## src/ttt_ram.sv

```systemverilog
// simple dual-port ram with one write port and one registered read port
module ttt_ram #(
    parameter int WIDTH     = 8,
    parameter int ADDR_BITS = 4
) (
    input  logic                 i_clk,
    input  logic                 i_we,
    input  logic [ADDR_BITS-1:0] i_waddr,
    input  logic [WIDTH-1:0]     i_wdata,
    input  logic                 i_re,
    input  logic [ADDR_BITS-1:0] i_raddr,
    output logic [WIDTH-1:0]     o_rdata
);

    logic [WIDTH-1:0] r_mem [(1 << ADDR_BITS)];
    logic [WIDTH-1:0] r_rdata;

    always_ff @(posedge i_clk) begin
        if (i_we) begin
            r_mem[i_waddr] <= i_wdata;
        end
        if (i_re) begin
            r_rdata <= r_mem[i_raddr];
        end
    end

    assign o_rdata = r_rdata;

endmodule

```

## config.mk

```make
export PLATFORM = sky130hd
export DESIGN_NAME = ttt_ram
export DESIGN_NICKNAME = d
export VERILOG_FILES = /design/src/ttt_ram.sv
export SDC_FILE = /design/constraint.sdc
export NUM_CORES = 1
export LEC_CHECK = 0
export BUFFER_PORTS_ARGS = -buffer_cell sky130_fd_sc_hd__buf_2
export CELL_PAD_IN_SITES_DETAIL_PLACEMENT = 2
export CELL_PAD_IN_SITES_GLOBAL_PLACEMENT = 2
export CORE_ASPECT_RATIO = 1.2
export CORE_MARGIN = 3
export CORE_UTILIZATION = 52
export CTS_CLUSTER_DIAMETER = 40
export CTS_CLUSTER_SIZE = 40
export DETAILED_ROUTE_END_ITERATION = 8
export PLACE_DENSITY = 0.91
export SLEW_MARGIN = 10
export SYNTH_ARGS = -nofsm -noshare
export SYNTH_HDL_FRONTEND = slang
export SYNTH_SLANG_ARGS = --single-unit
```

## constraint.sdc

```tcl
create_clock -name i_clk -period 3.75 [get_ports i_clk]
set_input_delay 0.5625 -clock i_clk [delete_from_list [all_inputs] [get_ports i_clk]]
set_output_delay 0.5625 -clock i_clk [all_outputs]
set_load 0.02 [all_outputs]
```

==> results of run 1 <==
kinds of logic after synthesis:
family	Yosys count	synth area share [%]
simple gates	35	3.136
buf+inv	10	1.651
compound gates	16	2.298
mux	32	14.79
flops	136	78.12
synthesized netlist by cell type, drive strengths merged:
cell,n
edfxtp,136
mux4,32
a22oi,16
nor2,13
nand2,9
buf,7
nor3,4
clkdlybuf4s25,3
nand2b,2
nand3b,2
and2,1
and2b,1
nand3,1
nor2b,1
or3b,1
through the flow:
stage          worst slack (ns)  util, %  hold slack, ns
2_1_floorplan             1.695        -          0.6614
3_5_place_dp              1.188    56.64          0.7452
3_3_place_gp              1.291    56.64          0.7250
==> reports/results.txt, run 1 <==
outcome - stopped before the end
Fail Step - 4_1_cts
First Error - [ERROR DPL-0033] detailed placement checks failed during check placement.
Yosys cell types - 18
DIE WIDTH - 97.53 µm
CTS Buffer Depth - 2
syn avg cell area - 22.83 µm²
die height - 115.8 µm
num ports - 27
post-DP HPWL - 7.977 mm
post-synthesis net count - 248
leading post-synthesis cells by cell area - edfxtp_1 78%, mux4_2 7.8%, mux4_1 7.0%
gpl congestion - 0.7371
Synth top area share - 78.12%
H-tree depth - 4
register bit total from synthesis - 136
placed cells - 372
largest area contributor in the netlist - edfxtp_1
Synth Warn # - 0
Mapped Area - 5228 µm²
PortBufs - 26
Starting Density - 54.11%
CTS buffer count - 17
Mapped Cells - 229
Post-CTS Resized - 0
Area after DPL - 5473 µm²
clock sink count - 136
CTS root buffer - clkbuf_16
Rows - 39
Hold-fix buffers, CTS - 0
Seq/Total Area, Yosys - 78.12%
post-CTS setup buffers - 0
==> run 2, diff against run 1 <==
==> config.mk (replaced) <==
export PLATFORM = sky130hd
export DESIGN_NAME = ttt_ram
export DESIGN_NICKNAME = d
export VERILOG_FILES = /design/src/ttt_ram.sv
export SDC_FILE = /design/constraint.sdc
export NUM_CORES = 1
export LEC_CHECK = 0
export BUFFER_PORTS_ARGS = -buffer_cell sky130_fd_sc_hd__buf_2
export CORE_MARGIN = 3
export CORE_UTILIZATION = 40
export DETAILED_ROUTE_END_ITERATION = 8
export PLACE_DENSITY_LB_ADDON = 0.15
export SLEW_MARGIN = 10
export SYNTH_ARGS = -nofsm -noshare
export SYNTH_HDL_FRONTEND = slang
export SYNTH_SLANG_ARGS = --single-unit
==> run 2 against run 1 <==
Effect of this change:
- the flow now finishes without violations
- area after synthesis stayed put
- synthesized cell count stayed put
==> reports/results.txt, run 2 <==
Final setup viols - 0
max reg flops - 128
DIE WIDTH - 120.3 µm (was 97.53 µm)
CTS buffer count - 17 (unchanged)
die area - 14,480 µm²
crit path max fanout - 32
PortBufs - 26 (unchanged)
setup_tns - 0 ns
leak pwr - 0.001995 µW
RSZ-0062 raised after global routing - no
worst hold path type - input pin to register
leading cell types in the layout, fill and taps excluded - 136 x edfxtp_1, 26 x buf_2, 18 x mux4_2, 17 x clkbuf_16, 16 x a22oi_1
Relative slew margins - 28.85%
Mapped Cells - 229 (unchanged)
asr flop ratio synth - 0% (unchanged)
Vias - 2,358
Hold-fix buffers, CTS - 0 (unchanged)
arrival time worst endpoint - 2.19 ns
Post-synth EDFFs - 136 (unchanged)
initial antenna violation count - 0
outcome - finished, final reports clean (was stopped before the end)
vias in the first global route - 2,392
maximum VDD drop - 0.2742 mV
Post-Place Worst Slack - 1.252 ns (was 1.188 ns)
number of fill cells in the layout - 1,080
Mapped Area - 5228 µm² (unchanged)
critical path type - input pin to register
most common cell in the netlist - edfxtp_1 (unchanged)
GRT Overall Usage - 15.29%
core occupancy in the finished layout - 47.68%
Seq/Total Area, Yosys - 78.12% (unchanged)
slew at the pin closest to its max-slew limit - 1.063 ns
leading post-synthesis cells by cell area - edfxtp_1 78%, mux4_2 7.8%, mux4_1 7.0% (unchanged)
first-pass detailed-route iteration total - 4
core area - 12,720 µm²
Post-DRT Antenna Nets - 0
CTS root buffer - clkbuf_16 (unchanged)
Worst-Skew Late Latency - 0.40 ns
Yosys cell types - 18 (unchanged)
register bank with the most flops - r_mem
nets - 287
H-tree depth - 4 (unchanged)
post-CTS setup buffers - 0 (unchanged)
clock slew at reported path FFs - 0.05 ns
largest net degree at the start of global routing - 33
Power Density - 561.5 nW/µm²
Post-CTS Resized - 0 (unchanged)
clock sink count - 136 (unchanged)
Switch Pwr - 669.6 µW
clk_skew - 0.004551 ns
WL per Instance - 22.92 µm
CTS Buffer Depth - 2 (unchanged)
Power Total - 3406 µW
DR iter-0 viols - 172
placed cells - 421 (was 372)
final worst slack - 1.701 ns
max-cap viol count - 0
syn avg cell area - 22.83 µm² (unchanged)
register bit total from synthesis - 136 (unchanged)
ant diodes - 0
largest area contributor in the netlist - edfxtp_1 (unchanged)
share of cells above drive strength 1 - 27.14%
Area Overhead vs Synth - 16.04%
FMAX - 488.1 MHz
Starting Density - 41.09% (was 54.11%)
Final min period - 2.049 ns
CTS tree - done
global-route wire length before repair - 15.44 mm
Rows - 41 (was 39)
DRC viols - 0
Synth Warn # - 0 (unchanged)
Switching Fraction - 19.66%
num ports - 27 (unchanged)
clock power share - 44.8%
post-synthesis net count - 248 (unchanged)
Critical Path Sink Type - register
register share of total power - 50.6%
Worst setup SP type - input pin
commonest cells in the netlist - 136 x edfxtp_1, 18 x mux4_2, 16 x a22oi_1 (unchanged)
internal power consumption - 2737 µW
commonest non-fill, non-tap cell in the layout - edfxtp_1
gpl congestion - 0.7179 (was 0.7371)
combinational power share - 4.6%
ys flop type - edfxtp_1 (unchanged)
post-DP HPWL - 6.196 mm (was 7.977 mm)
Final Hold Vio Count - 0
grt ovf - 0
die height - 120.3 µm (was 115.8 µm)
drt via density - 5.217
Max Transition Viols Final - 0
Synth top area share - 78.12% (unchanged)
fin crit share - 54.64%
Critical Path RT - 3.89 ns
Routed WL - 10.36 mm
Final Instance Count excl. Fillers - 452
run 2: cell counts after synthesis:
Identical to the previous run, type by type.
run 2: per-stage QoR:
step | hold WS, ns | area [µm²]
floorplan | 0.6614 | 5228
global placement | 0.7241 | 5522
detailed placement | 0.7381 | 5522
CTS | 0.5417 | 6066
global route | 0.5496 | 6066
finish | 0.5571 | 6066
run 2: routing by layer:
layer / up-vias / global-route usage, % / routed length, µm
li1: 1063 / - / -
met1: 1212 / 21.87 / 4613
met2: 79 / 23.15 / 5078
met3: 4 / 4.256 / 598
met4: 0 / 4.674 / 69
met5: - / 0 / 0
run 2: power groups by stage:
| stage | combinational [µW] | sequential, µW | clock [µW] |
|---|---|---|---|
| 5_1_grt | 171 | 1730 | 1630 |
| 2_1_floorplan | 86.4 | 1760 | 0 |
| 4_1_cts | 161 | 1720 | 1550 |
| 3_3_place_gp | 159 | 1750 | 0 |
| 6_report | 157 | 1720 | 1530 |
| 3_5_place_dp | 161 | 1750 | 0 |
run 2: area by class of cell:
cell class	instances	area (µm²)	area share [%]
repair buffers	30	160.2	2.640
well taps	172	215.2	3.548
clock inverters	11	107.6	1.774
multi-input cells	83	1062	17.51
flip-flops and latches	136	4084	67.33
clock buffers	20	436.7	7.199
run 2: cell families after synthesis:
logic type / Yosys count / share of synthesized area, %
multiplexers: 32 / 14.79
buffers and inverters: 10 / 1.651
AO/OA/AOI/OAI: 16 / 2.298
flip-flops: 136 / 78.12
AND/OR/NAND/NOR: 35 / 3.136
run 2: path summary, 6_finish.rpt:
path,start,end,slack (ns),cells past startpoint
max reg2reg,r_mem[9][4],o_rdata[4],2.23,3
min,i_wdata[1],r_mem[12][1],0.56,1
max,i_raddr[0],o_rdata[4],1.70,5
min reg2reg,r_mem[15][2],o_rdata[2],0.75,3
run 2: critical path, cell delays in order:
cell	delay, ns
buf_2	0.07
buf_4	0.50
mux4_1	0.69
a22oi_1	0.27
nand2_1	0.07
(Power assumes the default switching activity.)
